**config.mk**
```make
export PLATFORM = sky130hd
export DESIGN_NAME = rti_front
export DESIGN_NICKNAME = d
export VERILOG_FILES = /design/src/hw/rtl/rti_pkg.sv /design/src/hw/rtl/rti_front.sv
export SDC_FILE = /design/constraint.sdc
export NUM_CORES = 1
export LEC_CHECK = 0
export BUFFER_PORTS_ARGS = -buffer_cell sky130_fd_sc_hd__clkbuf_2
export CAP_MARGIN = 5
export CORE_AREA = 2 2 254 256
export DETAILED_ROUTE_END_ITERATION = 6
export DIE_AREA = 0 0 256 258
export SLEW_MARGIN = 20
export SYNTH_ARGS = -nofsm -noshare
export SYNTH_HDL_FRONTEND = slang
export SYNTH_SLANG_ARGS = --single-unit
```
**constraint.sdc**
```tcl
create_clock -name clock -period 11.8 [get_ports clock]
set_clock_uncertainty 0.2 [all_clocks]
set_input_delay 1.77 -clock clock [delete_from_list [all_inputs] [get_ports clock]]
set_output_delay 1.77 -clock clock [all_outputs]
set_load 0.1 [all_outputs]
```
**src/hw/rtl/rti_pkg.sv**
```systemverilog
// Shared types and constants for the ray/triangle intersection block.
// Used by every module under hw/rtl; depends on nothing.
`default_nettype none
package rti_pkg;

   localparam int LIMB_W      = 32;  // slice width of the wide multipliers
   localparam int QUEUE_DEPTH = 4;
   localparam int QUEUE_AW    = 2;
   localparam int EPS_W       = 16;
   localparam logic [EPS_W-1:0] EPS_RESET = 16'd1;

   // item kinds carried in tuser bit 0
   localparam logic MODE_RAY = 1'b0;
   localparam logic MODE_TRI = 1'b1;

   typedef struct packed {
      logic empty;
      logic full;
   } rti_qstat_type;

   // control that travels alongside the divider lanes
   typedef struct packed {
      logic valid;
      logic hit;
      logic tneg;
      logic tovf;
   } rti_side_type;

endpackage
`default_nettype wire

```
**src/hw/rtl/rti_front.sv**
```systemverilog
// Front part: takes request words, sorts ray loads from triangles and forms
// the triangle edges. Depends on rti_pkg (item kinds, queue status).
`default_nettype none
module rti_front #(
   parameter  int W     = 32,
   localparam int IN_W  = ((10 * W - 1 + 7) / 8) * 8,
   localparam int ENT_W = 10 * W + 7
) (
   input  logic                   clock,
   input  logic                   reset,
   input  logic                   req_tvalid,
   output logic                   req_tready,
   input  logic [IN_W-1:0]        req_tdata,
   input  logic [1:0]             req_tuser,
   input  rti_pkg::rti_qstat_type qstat,
   output logic                   push,
   output logic [ENT_W-1:0]       push_data
);
   import rti_pkg::*;

   localparam int EW = W + 1;

   logic                 f_valid_ff;
   logic [ENT_W-1:0]     f_data_ff;
   logic [ENT_W-1:0]     ent_in;
   logic                 accept;
   logic                 mode, dsided;
   logic [W-2:0]         far;
   logic signed [W-1:0]  first  [3];
   logic signed [W-1:0]  second [3];
   logic signed [W-1:0]  third  [3];
   logic signed [EW-1:0] eb [3];
   logic signed [EW-1:0] ec [3];

   assign mode   = req_tuser[0];
   assign dsided = req_tuser[1];
   assign far    = req_tdata[9*W +: W-1];

   always_comb begin
      for (int i = 0; i < 3; i++) begin
         first[i]  = $signed(req_tdata[i*W +: W]);
         second[i] = $signed(req_tdata[(3+i)*W +: W]);
         third[i]  = $signed(req_tdata[(6+i)*W +: W]);
         // ray loads keep the direction as is
         if (mode == MODE_TRI) begin
            eb[i] = EW'(second[i]) - EW'(first[i]);
         end else begin
            eb[i] = EW'(second[i]);
         end
         ec[i] = EW'(third[i]) - EW'(first[i]);
      end
      ent_in = {mode, dsided, far, first[0], first[1], first[2],
                eb[0], eb[1], eb[2], ec[0], ec[1], ec[2]};
   end

   assign push       = f_valid_ff && !qstat.full;
   assign req_tready = !f_valid_ff || !qstat.full;
   assign accept     = req_tvalid && req_tready;
   assign push_data  = f_data_ff;

   always_ff @(posedge clock) begin
      if (reset) begin
         f_valid_ff <= 1'b0;
      end else if (accept) begin
         f_valid_ff <= 1'b1;
      end else if (push) begin
         f_valid_ff <= 1'b0;
      end
   end

   always_ff @(posedge clock) begin
      if (accept) begin
         f_data_ff <= ent_in;
      end
   end

endmodule
`default_nettype wire

```
[Word-level counts from Yosys, hierarchy flattened]
Cells that the tools add are included.
Storage, ports and cells
  bits in registers: 328
  input bits: 327
  output and inout bits: 329
  logic and storage cells: 19
Cells by class
  $add $sub $neg: 6
  mux-type cells: 5
  reduce and logical (&&, ||, !) cells: 6
Operator list (count)
  32-bit by 32-bit subtractor with 33-bit output: 6
  33-bit 2-to-1 mux: 3
  1-bit logical AND: 2
  1-bit zero test: 2
  1-bit 2-to-1 mux: 2
  2-bit nonzero test: 1
  1-bit logical OR: 1

[Depth between registers and ports, before layout]
  depth after elaboration: 4
  mapped depth: 13
  mapped depth without buffers: 13

[Worst setup path after synthesis]
OpenSTA, ideal clock, no wires.
  path type: input port to flip-flop
  start point: in qstat[0] in the netlist's numbering
  end point: reg f_data_ff[0], in the netlist push_data[0], enable pin
  setup time: 0.729 ns
  arrival: 9.924 ns
  required time: 10.871 ns
  setup slack: 0.947 ns
  stages on the path: 2
  path buffers: 0
  cell sequence: nand2_1 and2_1
Between the ends
  longest elaborated chain between the ends: 3
Ends and longest elaborated chain
  from (decl): line rti_front.sv:15  | input rti_pkg::rti_qstat_type qstat,
  1-bit zero test: line rti_front.sv:57  | assign req_tready = !f_valid_ff || !qstat.full;
  1-bit logical OR: line rti_front.sv:57
  1-bit logical AND: line rti_front.sv:58  | assign accept = req_tvalid && req_tready;
  named net accept: line rti_front.sv:26  | logic accept;
  to (signal assigned): line rti_front.sv:73  | f_data_ff <= ent_in;
  to (decl): line rti_front.sv:24  | logic [ENT_W-1:0] f_data_ff;
The timed path passes the listed nets, and every way through them passes these cells.
A chain may end at the register's enable or synchronous reset.

==> reports/results.txt <==
For this design the static power due to leakage is 0.0120 µW. In this run the power density over the cells is 163 nW/µm². Summing over every cut layer, the via total after detailed routing is 17300.

In this run the horizontal extent of the chip is 256 µm. The logs give 5180 ps for the data arrival time of the critical path and 196 MHz for the peak clock frequency supported by timing. The total count of max-transition violations in the final report is 0. In the post-synthesis netlist, the biggest area contributors are sky130_fd_sc_hd__edfxtp_1 47%, sky130_fd_sc_hd__ha_1 12%, sky130_fd_sc_hd__xnor2_1 4.6%. The final layout contains routed wiring with a total length of 67.9 mm. The routed design could run at a clock period as short as 5100 ps. The total number of yosys warnings is 0, and the global-route total usage across every layer is 19.6%. After technology mapping, the gate count stands at 1861. The first global-routing pass estimated 101 mm of wire.

The region available for standard cell placement spans 63600 µm². In this run, synthesis inferred 327 flip-flops with an integrated enable. The min-delay analysis places its worst path in the category register to register.

Along the worst hold path, the cell count comes to 2. The critical register-to-register path endpoint was push_data[269]. The run gives 3045 as the final net count. Detailed placement ended at an HPWL of 54.9 mm. The commonest cells after synthesis are 327 x sky130_fd_sc_hd__edfxtp_1, 192 x sky130_fd_sc_hd__ha_1, 162 x sky130_fd_sc_hd__inv_1, 148 x sky130_fd_sc_hd__a21oi_1, 111 x sky130_fd_sc_hd__nand2_1. The pin count of the biggest net entering global routing is 171.

The critical path endpoint category is a register. After clock tree synthesis, the clock-pin slew on the worst setup and hold paths is 60 ps. After synthesis, flip-flops and latches occupy 47.6% of the total area. The floorplan has 93 rows. The H-tree was split into 2 levels. The tools report the via count of the first global-routing pass as 17100. The run gives 962 as the violation count after the first detailed-route iteration. The startpoint of the worst setup timing path was req_tdata[32]. Cells with a size suffix above 1 make up 31.7% of the layout.

The initial utilization of the core area, before any placement, comes to 32.5%. The area overhead of the layout relative to synthesis works out to 26.5%. For the number of cells upsized or downsized after cts, the log shows 0. TritonCTS built the clock tree. In the final routed layout, each cell accounts on average for 19.9 µm. In the routed design, unresolved DRC markers number 0. The floorplan step defined a die boundary enclosing 66000 µm². The tools report the clock tree root buffer cell as sky130_fd_sc_hd__clkbuf_16. The run finished with clean final reports.

The detail route stage leaves a number of antenna-violating nets equal to 0. Summed over all layers, the global routing overflow is 0. The worst pin sits at a relative slew slack of 12.4%.

Across the VDD grid, the largest voltage drop is 0.130 mV. The beginning of the worst register-to-register path was f_valid_ff. In the post-synthesis netlist, the cell with the most instances is sky130_fd_sc_hd__edfxtp_1. Setup violations remaining at the end of the flow were counted as 0. Measured along the y axis, the die boundary spans 258 µm.

Once the clock tree was built, the setup fixing pass inserted 0 buffers. In the routed layout, each cell is associated on average with a via count of 5.05. For this run, the detailed router's first-pass iteration total came to 5. For the count of unique library cells instantiated by Yosys, the log shows 73.

In this run the biggest area consumer among cell types represents 47.5% of the synthesized area. Setup repair after global routing left no endpoint under its margin. In this run the worst path has a maximum fanout of 4. Dividing the synthesized area by the synthesized cell count gives 11.1 µm².

Final period utilization: 43.2%. The number of buffers on the longest clock path came out at 3. The startpoint kind of the worst setup timing path is an input pin. Worst reg-to-reg setup slack: 8700 ps. Setup total negative slack on the finished layout was measured at 0 ps. Summing internal, switching and leakage power gives 4270 µW. Synthesis produced a netlist with a net count of 2386. sky130_fd_sc_hd__edfxtp_1 takes more of the synthesized area than any other cell. Worst setup path endpoint: push_data[61]. The setup path with the least slack is of type input pin to register.

The congestion estimate from routability-driven global placement came to 0.955. Clock tree synthesis inserted a total of 40 buffers. The number of register bits inferred by synthesis is 328. The number of antenna violations at the first check in global routing was 16; the number of buffers added to fix hold violations after cts was 0.

The post-synthesis async set-or-reset flop share is 0%. The run gives 11880 ps as the required time reported for the critical path endpoint. At the pin with the least slew margin, the transition time is 1310 ps. The count of buffers from port buffering was 653. The logs give 530 ps for the clock network latency to the later pin of the worst-skew pair and 656 for the number of primary I/O pins.

For this run, the leading register cell type out of synthesis is sky130_fd_sc_hd__edfxtp_1. The hold violation total from the final report is 0. The synthesized area came out at 20700 µm². For this run, the share of the core covered by cells in the final layout is 41.1%. The number of cells on the worst reg-to-reg path is 4.

The logs give 299 ps for the worst slack on hold paths and 0 for the number of max-cap violations. The clock sink total was 328.
## cell type report
class / count / area (µm²)
fill: 6233 / 37500
clock inverter: 22 / 159
antenna: 14 / 35.0
multi-input combinational: 1330 / 10100
inverter: 163 / 612
sequential: 328 / 9840
clock buffer: 47 / 1050
timing repair buffer: 657 / 3310
tap: 855 / 1070
## logic make-up after synthesis
kind of cell	share of synthesized area, %
AO/OA/AOI/OAI	16.7
XOR/XNOR	7.11
adder cells (fa/ha/maj)	12.2
buffers and inverters	3.69
flip-flops	47.6
multiplexers	4.28
AND/OR/NAND/NOR	8.41
## registers in the layout, summed over array words and instances, names as in the netlist
register    cells
push_data     327
f_valid_ff      1
## stage by stage
| step | cell area [µm²] | instances | setup slack, ps |
|---|---|---|---|
| global placement | 24900 | 3333 | 6290 |
| CTS | 26100 | 3402 | 6850 |
| global route | 26200 | 3416 | 6590 |
| floorplan | 20700 | 1861 | 947 |
| detailed placement | 24900 | 3333 | 6280 |
| finish | 26200 | 3416 | 6700 |
## how the worst min path moves through the flow
stage / from / endpoint / slack, ps
2_1_floorplan: f_valid_ff / f_valid_ff / 270
4_1_cts: f_valid_ff / f_valid_ff / 300
3_3_place_gp: f_valid_ff / f_valid_ff / 280
5_1_grt: f_valid_ff / f_valid_ff / 360
6_report: f_valid_ff / f_valid_ff / 300
3_5_place_dp: f_valid_ff / f_valid_ff / 290
## layer usage
metal	vias to the layer above	GRT usage, %	routed length [µm]
met5	-	0	0
met4	0	8.01	2270
met3	118	3.99	3920
met2	561	32.3	32300
met1	8320	25.0	29400
li1	8266	-	-
## worst max-delay path: stages
cell and delay (ps):
sky130_fd_sc_hd__clkbuf_2 110, sky130_fd_sc_hd__ha_1 250, sky130_fd_sc_hd__fa_1 420, sky130_fd_sc_hd__nor2b_1 130
sky130_fd_sc_hd__o21ai_0 110, sky130_fd_sc_hd__a21boi_1 290, sky130_fd_sc_hd__o211ai_1 240, sky130_fd_sc_hd__o21a_1 260
sky130_fd_sc_hd__o311ai_1 660, sky130_fd_sc_hd__nand2_1 280, sky130_fd_sc_hd__o31a_1 360, sky130_fd_sc_hd__nand2b_1 160
sky130_fd_sc_hd__xnor2_1 120
## power by group
group	total (µW)	switching (µW)	internal [µW]	leakage, µW
registers	1470	35.8	1440	0.00317
clock network	1180	500	676	0.000595
logic	1620	1240	382	0.00825
total	4270	1780	2490	0.0120
## placed cells by master, fill, tap and decap left out, types with 25 or more instances in the layout
master	synthesis	final
sky130_fd_sc_hd__nor2b_1	29	29
sky130_fd_sc_hd__edfxtp_1	327	327
sky130_fd_sc_hd__a21oi_1	148	148
sky130_fd_sc_hd__nand3_1	31	31
sky130_fd_sc_hd__inv_1	162	162
sky130_fd_sc_hd__nand2_1	111	111
sky130_fd_sc_hd__o21ai_0	84	84
sky130_fd_sc_hd__mux2_2	75	75
sky130_fd_sc_hd__a21o_1	101	101
sky130_fd_sc_hd__xor2_1	60	60
sky130_fd_sc_hd__ha_1	192	192
sky130_fd_sc_hd__nand4_1	25	25
sky130_fd_sc_hd__clkbuf_2	0	652
sky130_fd_sc_hd__clkbuf_16	0	41
sky130_fd_sc_hd__xnor2_1	108	108
sky130_fd_sc_hd__nor2_1	89	89
sky130_fd_sc_hd__nand2b_1	27	27
(Power assumes the default switching activity.)
