File: config.mk
export PLATFORM = sky130hd
export DESIGN_NAME = rti_queue
export DESIGN_NICKNAME = d
export VERILOG_FILES = /design/src/hw/rtl/rti_pkg.sv /design/src/hw/rtl/rti_queue.sv
export SDC_FILE = /design/constraint.sdc
export NUM_CORES = 1
export LEC_CHECK = 0
export ABC_AREA = 0
export BUFFER_PORTS_ARGS = -buffer_cell sky130_fd_sc_hd__buf_2
export CORE_AREA = 4 4 403 206
export CTS_CLUSTER_DIAMETER = 100
export DETAILED_ROUTE_END_ITERATION = 8
export DIE_AREA = 0 0 407 210
export PLACE_DENSITY = 0.87
export SETUP_SLACK_MARGIN = 0.5
export SYNTH_ARGS = -nofsm -noshare
export SYNTH_HDL_FRONTEND = slang
export SYNTH_SLANG_ARGS = --single-unit
File: constraint.sdc
create_clock -name clock -period 21.9 [get_ports clock]
set_input_delay 5.475 -clock clock [delete_from_list [all_inputs] [get_ports clock]]
set_output_delay 5.475 -clock clock [all_outputs]
set_load 0.05 [all_outputs]
File: src/hw/rtl/rti_pkg.sv
// Shared types and constants for the ray/triangle intersection block.
// Used by every module under hw/rtl; depends on nothing.
`default_nettype none
package rti_pkg;

   localparam int LIMB_W      = 32;  // slice width of the wide multipliers
   localparam int QUEUE_DEPTH = 4;
   localparam int QUEUE_AW    = 2;
   localparam int EPS_W       = 16;
   localparam logic [EPS_W-1:0] EPS_RESET = 16'd1;

   // item kinds carried in tuser bit 0
   localparam logic MODE_RAY = 1'b0;
   localparam logic MODE_TRI = 1'b1;

   typedef struct packed {
      logic empty;
      logic full;
   } rti_qstat_type;

   // control that travels alongside the divider lanes
   typedef struct packed {
      logic valid;
      logic hit;
      logic tneg;
      logic tovf;
   } rti_side_type;

endpackage
`default_nettype wire

File: src/hw/rtl/rti_queue.sv
// Short register queue between the front and back parts.
// Depends on rti_pkg (depth, status type).
`default_nettype none
module rti_queue #(
   parameter int DW = 327
) (
   input  logic                   clock,
   input  logic                   reset,
   input  logic                   push,
   input  logic [DW-1:0]          push_data,
   input  logic                   pop,
   output logic [DW-1:0]          pop_data,
   output rti_pkg::rti_qstat_type qstat
);
   import rti_pkg::*;

   logic [DW-1:0]       mem_ff [QUEUE_DEPTH];
   logic [QUEUE_AW-1:0] wr_ptr_ff, rd_ptr_ff;
   logic [QUEUE_AW:0]   count_ff;

   assign qstat.empty = (count_ff == '0);
   assign qstat.full  = (count_ff == (QUEUE_AW+1)'(QUEUE_DEPTH));
   assign pop_data    = mem_ff[rd_ptr_ff];

   always_ff @(posedge clock) begin
      if (push) begin
         mem_ff[wr_ptr_ff] <= push_data;
      end
   end

   always_ff @(posedge clock) begin
      if (reset) begin
         wr_ptr_ff <= '0;
         rd_ptr_ff <= '0;
         count_ff  <= '0;
      end else begin
         if (push) begin
            wr_ptr_ff <= wr_ptr_ff + 1'b1;
         end
         if (pop) begin
            rd_ptr_ff <= rd_ptr_ff + 1'b1;
         end
         if (push && !pop) begin
            count_ff <= count_ff + 1'b1;
         end else if (pop && !push) begin
            count_ff <= count_ff - 1'b1;
         end
      end
   end

   a_no_push_full: assert property (@(posedge clock) disable iff (reset)
      push |-> !qstat.full) else $error("queue push while full");
   a_no_pop_empty: assert property (@(posedge clock) disable iff (reset)
      pop |-> !qstat.empty) else $error("queue pop while empty");
   a_count_range: assert property (@(posedge clock) disable iff (reset)
      count_ff <= (QUEUE_AW+1)'(QUEUE_DEPTH)) else $error("queue count overrun");

endmodule
`default_nettype wire

After elaboration in Yosys (flattened, before gate mapping)
Memory sizes are Yosys's and may differ from the RTL's. A register that Yosys moved wholly into a read port is not among the register bits. Index checks and enable logic that the tools add are counted.

Flip-flop bits (word level): 7. Bits in writable memories: 1308. Bits of input ports: 331. Word-level logic and storage cells: 21. Memories kept: 1.

Memory list: mem_ff (depth 4, width 327, read ports 1, clocked after Yosys merged registers in 1, write ports 1, line rti_queue.sv:17) `logic [DW-1:0] mem_ff [QUEUE_DEPTH];`.

$add $sub $neg: 4. Equality and inequality tests: 1. Multiplexer cells: 6. Reduce and logical (&&, ||, !) cells: 6.

Operators with widths (count): $mux 3 (2); $add 2x1->2 const B (2); $mux 2 (2); $add 3x1->3 const B (1); $eq 3x3->1 const B (1); $logic_not 3->1 (1); $sub 3x1->3 const B (1); $logic_and 1x1->1 (2); $logic_not 1->1 (2); $mux 1 (2); $reduce_bool 2->1 (1).

Logic depth before layout (Yosys ltp)
Gate-level depths: netlist (run 1).

Depth in word-level cells: 4. Gate-level depth with buffers: 7. Mapped depth without buffers: 7.

Least setup slack after synthesis (run 1)
No wires, ideal clock.

Path kind: in2reg. Start point: in push. End point: mem mem_ff[0][0] (enable). Arrival time: 12843 ps. Slack: 8327 ps. Cell stages on the path: 1. Path buffers: 0. Cell sequence: and2_1.

Longest elaborated chain between the ends: 2.

Ends and longest elaborated chain: start: declaration (line rti_queue.sv:9) `input logic push,`; $mux 1 (line rti_queue.sv:26) `if (push) begin`; $mux 1 (implied by the code) (line rti_queue.sv:27) `mem_ff[wr_ptr_ff] <= push_data;`; end: declaration (line rti_queue.sv:17).

No other way between the ends.

==> flow_summary.json, run 1 <==
{
  "hpwl_mm": 68.4,
  "rows": 73,
  "grt_max_degree": 183,
  "synth_area_leaders": "edfxtp_1 83%, mux4_2 16%, buf_4 0.46%, dfxtp_1 0.38%, buf_2 0.16%",
  "critical_path.max_stage_delay_ps": 1030,
  "route.vias.total": 23900,
  "initial_core_util_pct": 60.0,
  "powerDensity_nw_per_um2": 105,
  "final_core_util_pct": 70.5,
  "endpoint_kind": "output port",
  "synth_top_cell_by_area": "edfxtp_1",
  "crit_top_cell": "buf_4",
  "pwr-share-comb_pct": 14.4,
  "port_buffers": 659,
  "wl_mm": 130,
  "io_pins": 660,
  "nets": 2804,
  "numCtsBuffers": 107,
  "areaGrowthSynthToFinish_pct": 17.5,
  "fp.dieArea_um2": 85500,
  "drive_gt1_share_pct": 46.3,
  "period_needed_ps": 10030,
  "synth_edf_count": 1308,
  "syn-num-nets": 2089,
  "ys.flop_type": "edfxtp_1",
  "p_switching_uw": 1610,
  "vias_per_cell": 6.48,
  "fin_skew_ps": 36.0,
  "grt_antenna_before_repair": 71,
  "post-place-ws_ps": 12500,
  "ant_nets": 0,
  "grt_pass1_vias": 24600,
  "clock_sink_count": 1317,
  "worst_slack_ps": 11870,
  "dieWidth_um": 407,
  "post_cts_buffers": 0,
  "internal-power_uw": 4260,
  "pwr-share-seq_pct": 50.2,
  "slew_headroom_pct": 23.8,
  "slowest_stage": "dfxtp_4",
  "ys_seq_area_share_pct": 83.1,
  "ff2ff_setup_slack_ps": 18180,
  "clkPwrFrac_pct": 35.4,
  "syn_inst": 1752,
  "yosys.area.top_type_share_pct": 82.7,
  "crit_type": "reg -> out",
  "final_hold_viol_count": 0,
  "rr_startpoint": "wr_ptr_ff[0]",
  "crit_fanout": 52,
  "core_um2": 79200,
  "place_congestion": 0.861,
  "status": "complete, no violations",
  "drt_iter0_markers": 3418,
  "period_share_pct": 45.8,
  "post_drt_wl_per_cell_um": 35.4,
  "yosys_warnings": 0,
  "synth_area_um2": 47500,
  "cts_tree": "built",
  "endpoint": "pop_data[101]",
  "slew_violations": 0,
  "ys_ff_latch": 1317,
  "syn_area_per_cell_um2": 27.1,
  "ctsHoldBuffers": 0,
  "rsz0062_at_grt": "no",
  "root_buffer": "clkbuf_16",
  "synth_common_cells": "1,308 x edfxtp_1, 327 x mux4_2, 29 x buf_4",
  "reg2reg_depth": 4,
  "crit_required_ps": 16430,
  "p_leak_uw": 0.0185,
  "cap_violations": 0,
  "insertion_delay_ps": 710,
  "final-setup-viol-count": 0,
  "max_slew.worst_pin.slew_ps": 1140,
  "cpLargestDelayFamily": "buffers and inverters",
  "fill_cells": 4329,
  "r2r-end": "mem_ff[3][152]",
  "vdd_drop_max_uv": 78.8,
  "grt-ovfl-total": 0,
  "clock_path_buffers": 3,
  "synth_cell_types": 22,
  "tns_ps": 0,
  "dieHeight_um": 210,
  "critical_path.cell_chain": "buf_4 -> buf_4 -> mux4_2 -> buf_2",
  "drc": 0,
  "synth.most_common_cell": "edfxtp_1",
  "worstPathArrival_ps": 4550,
  "ctsResizeCount": 0,
  "max_freq_ghz": 0.0997,
  "grtUsageTotal_pct": 29.1,
  "hp-class": "reg -> reg",
  "async_flop_share_pct": 0,
  "switching_share_pct": 27.4,
  "path_clk_slew_ps": 70,
  "start_kind": "register",
  "dr.pass1.iters": 5,
  "crit_cells": 4,
  "h-tree-depth": 3,
  "grt_pass1_wl_mm": 176,
  "crit_buf_inv": 3
}
-- layout by cell type, fill, tap and decap left out --
cell type	n
edfxtp_1	1308
buf_2	659
mux4_2	327
clkbuf_16	110
diode_2	79
clkinv_2	20
bufinv_16	18
clkinv_1	16
buf_4	16
clkinvlp_4	12
clkbuf_1	10
nor2_1	7
dfxtp_1	7
ha_1	5
inv_6	5
buf_12	5
inv_1	4
and2_4	4
xor2_1	3
clkinv_8	3
xnor2_1	2
mux2i_1	2
dfxtp_4	2
nor3b_1	1
nor3_1	1
nand2_1	1
o21ai_0	1
or3_1	1
a21oi_1	1
fa_1	1
inv_8	1
clkinv_4	1
-- per-stage QoR --
stage | total power (uW) | cells | area, um2 | hold slack (ps)
finish | 5880 | 3683 | 55800 | 593
global route | 6030 | 3677 | 55800 | 636
CTS | 5870 | 3604 | 55600 | 593
detailed placement | 3810 | 3408 | 51900 | 526
global placement | 3790 | 3408 | 51900 | 488
floorplan | 3610 | 1752 | 47500 | 466
-- worst min path at each step --
stage / startpoint / to / slack (ps) / cells past startpoint
finish: rd_ptr_ff[1] / rd_ptr_ff[1] / 590 / 2
global route: rd_ptr_ff[1] / rd_ptr_ff[1] / 640 / 2
CTS: rd_ptr_ff[1] / register / 590 / 2
detailed placement: rd_ptr_ff[0] / rd_ptr_ff[0] / 530 / 2
global placement: count_ff[2] / count_ff[2] / 490 / 2
floorplan: count_ff[2] / count_ff[2] / 470 / 2
-- cell type report --
cell class / instances / area, um2 / area share (%)
multi-input combinational: 357 / 7600 / 13.6
clock inverter: 76 / 903 / 1.62
clock buffer: 120 / 2790 / 5.00
tap: 1050 / 1310 / 2.35
timing repair buffer: 680 / 3520 / 6.30
antenna: 79 / 198 / 0.354
inverter: 4 / 15.0 / 0.0269
sequential: 1317 / 39500 / 70.7
-- registers in the layout, indices dropped and copies added, names as in the netlist, named ones only --
register and cells:
mem_ff 1308, rd_ptr_ff 2, count_ff 3, wr_ptr_ff 2
-- tightest hold or removal path, cell delays in order (launching register included) --
cell	delay, ps
dfxtp_1	350
xor2_1	80
nor2_1	120
-- metal layers --
metal  global-route usage (%)  up-vias  wire length [um]
met2                     48.7     1835             67400
met3                     5.05      606              8670
met1                     32.7    12300             39900
met4                     25.6        2             14500
met5                        0        -                13
li1                         -     9152                 -
-- cells by family (layout without fill, tap and decap cells) --
kind of cell             after synthesis  after routing  synth area share (%)
flip-flops                          1317           1317                  83.1
buffers and inverters                 78            880                 0.964
multiplexers                         329            329                  15.5
AND/OR/NAND/NOR                       15             15                 0.155
AO/OA/AOI/OAI                          2              2                0.0210
other                                  0             79                     0
XOR/XNOR                               5              5                0.0922
adder cells (fa/ha/maj)                6              6                 0.174
-- power groups by stage --
stage	sequential (uW)	combinational [uW]	clock, uW
5_1_grt	2950	867	2220
3_3_place_gp	2980	811	0
2_1_floorplan	3010	602	0
6_report	2950	848	2080
3_5_place_dp	2990	825	0
4_1_cts	2940	842	2080
(Power assumes the default switching activity.)
==> run 2: changes to the inputs <==
Settings changed: CORE_AREA 4 4 403 206 to 4 4 437 223, DIE_AREA 0 0 407 210 to 0 0 441 227, PLACE_DENSITY 0.87 to 0.79.
Clock period 21.9 ns to 9.07 ns, I/O delays scaled along.
==> flow_summary.json, run 2 (synthesis results as in run 1) <==
{
  "dr.pass1.iters": 5,
  "io_pins": 660,
  "fp.dieArea_um2": 100000,
  "cap_violations": 0,
  "cts_tree": "built",
  "core_um2": 93000,
  "fin_skew_ps": 17.3,
  "ctsResizeCount": 0,
  "dieHeight_um": 227,
  "root_buffer": "clkbuf_16",
  "place_area_um2": 52200,
  "h-tree-depth": 3,
  "clock_sink_count": 1317,
  "hpwl_mm": 64.3,
  "period_share_pct": 62.8,
  "grt-ovfl-total": 0,
  "post_drt_wl_per_cell_um": 27.3,
  "initial_core_util_pct": 51.1,
  "reg_top3": "mem_ff: 1308 flops, count_ff: 3 flops",
  "max_slew.worst_pin.slew_ps": 1300,
  "endpoint_kind": "output port",
  "vias_per_cell": 5.63,
  "rsz0062_at_grt": "no",
  "post_cts_buffers": 0,
  "period_needed_ps": 5690,
  "port_buffers": 659,
  "grt_pass1_vias": 22800,
  "fill_cells": 6259,
  "p_leak_uw": 0.0184,
  "worstPathArrival_ps": 3430,
  "crit_required_ps": 6800,
  "grt_pass1_wl_mm": 152,
  "grtUsageTotal_pct": 20.9,
  "hp-class": "reg -> reg",
  "crit_type": "reg -> out",
  "ctsHoldBuffers": 0,
  "slew_headroom_pct": 13.5,
  "dieWidth_um": 441,
  "multi_input_area_um2": 7600,
  "final_common_cell": "edfxtp_1",
  "tns_ps": 0,
  "regArea_um2": 39500,
  "areaGrowthSynthToFinish_pct": 17.5,
  "wl_mm": 105,
  "final_cell_mix": "1,308 x edfxtp_1, 659 x buf_2, 327 x mux4_2",
  "top_register": "mem_ff",
  "clock_path_buffers": 3,
  "largest_reg_flops": 1308,
  "rows": 79,
  "start_kind": "register",
  "status": "complete, no violations",
  "nets": 2805,
  "path_clk_slew_ps": 70,
  "vdd_drop_max_uv": 156,
  "numCtsBuffers": 106,
  "final_core_util_pct": 60.0,
  "final-setup-viol-count": 0,
  "grt_max_degree": 165,
  "route.vias.total": 21700,
  "crit_fanout": 164,
  "place_congestion": 0.773,
  "ant_nets": 0,
  "max_freq_ghz": 0.176,
  "design_area_um2": 55800,
  "drive_gt1_share_pct": 46.1,
  "powerDensity_nw_per_um2": 244,
  "final_hold_viol_count": 0,
  "drc": 0,
  "drt_iter0_markers": 1895,
  "grt_antenna_before_repair": 54,
  "slew_violations": 0,
  "insertion_delay_ps": 700
}
run 2: area by class of cell:
| cell class | instances | area share, % |
|---|---|---|
| multi-input cells | 357 | 13.6 |
| inverters | 4 | 0.0269 |
| clock inverters | 79 | 1.34 |
| well taps | 1255 | 2.81 |
| clock buffers | 117 | 4.83 |
| diodes | 50 | 0.224 |
| repair buffers | 682 | 6.42 |
| flip-flops and latches | 1317 | 70.7 |
run 2: path summary, 6_finish.rpt:
kind	from	to	slack, ps	cells after the start
worst max register to register	wr_ptr_ff[0]	mem_ff[2][139]	6040	5
worst min-delay path	count_ff[2]	count_ff[2]	540	2
worst max-delay path	register	pop_data[220]	3380	3
worst min register to register	count_ff[2]	count_ff[2]	540	2
run 2: through the flow:
step	total power, uW	cells	setup WS [ps]	hold WS [ps]
finish	13600	3861	3380	542
global route	14100	3854	3210	547
CTS	13800	3811	3330	538
detailed placement	9200	3615	4100	527
global placement	9160	3615	4030	479
floorplan	8670	1752	2370	466
run 2: routing by layer:
layer | track usage [%] | wire, um
met1 | 23.8 | 35400
met2 | 37.0 | 58400
met3 | 4.22 | 4710
met4 | 12.8 | 6750
met5 | 0 | 54
run 2: critical path, cell delays in order, from the launching register on:
cell     delay (ps)
dfxtp_4        1030
buf_12          710
mux4_2          370
buf_2           310
run 2: where the power goes:
part           switching (uW)  internal, uW
Sequential               87.8          7000
Clock                    2140          2430
Combinational            1420           553
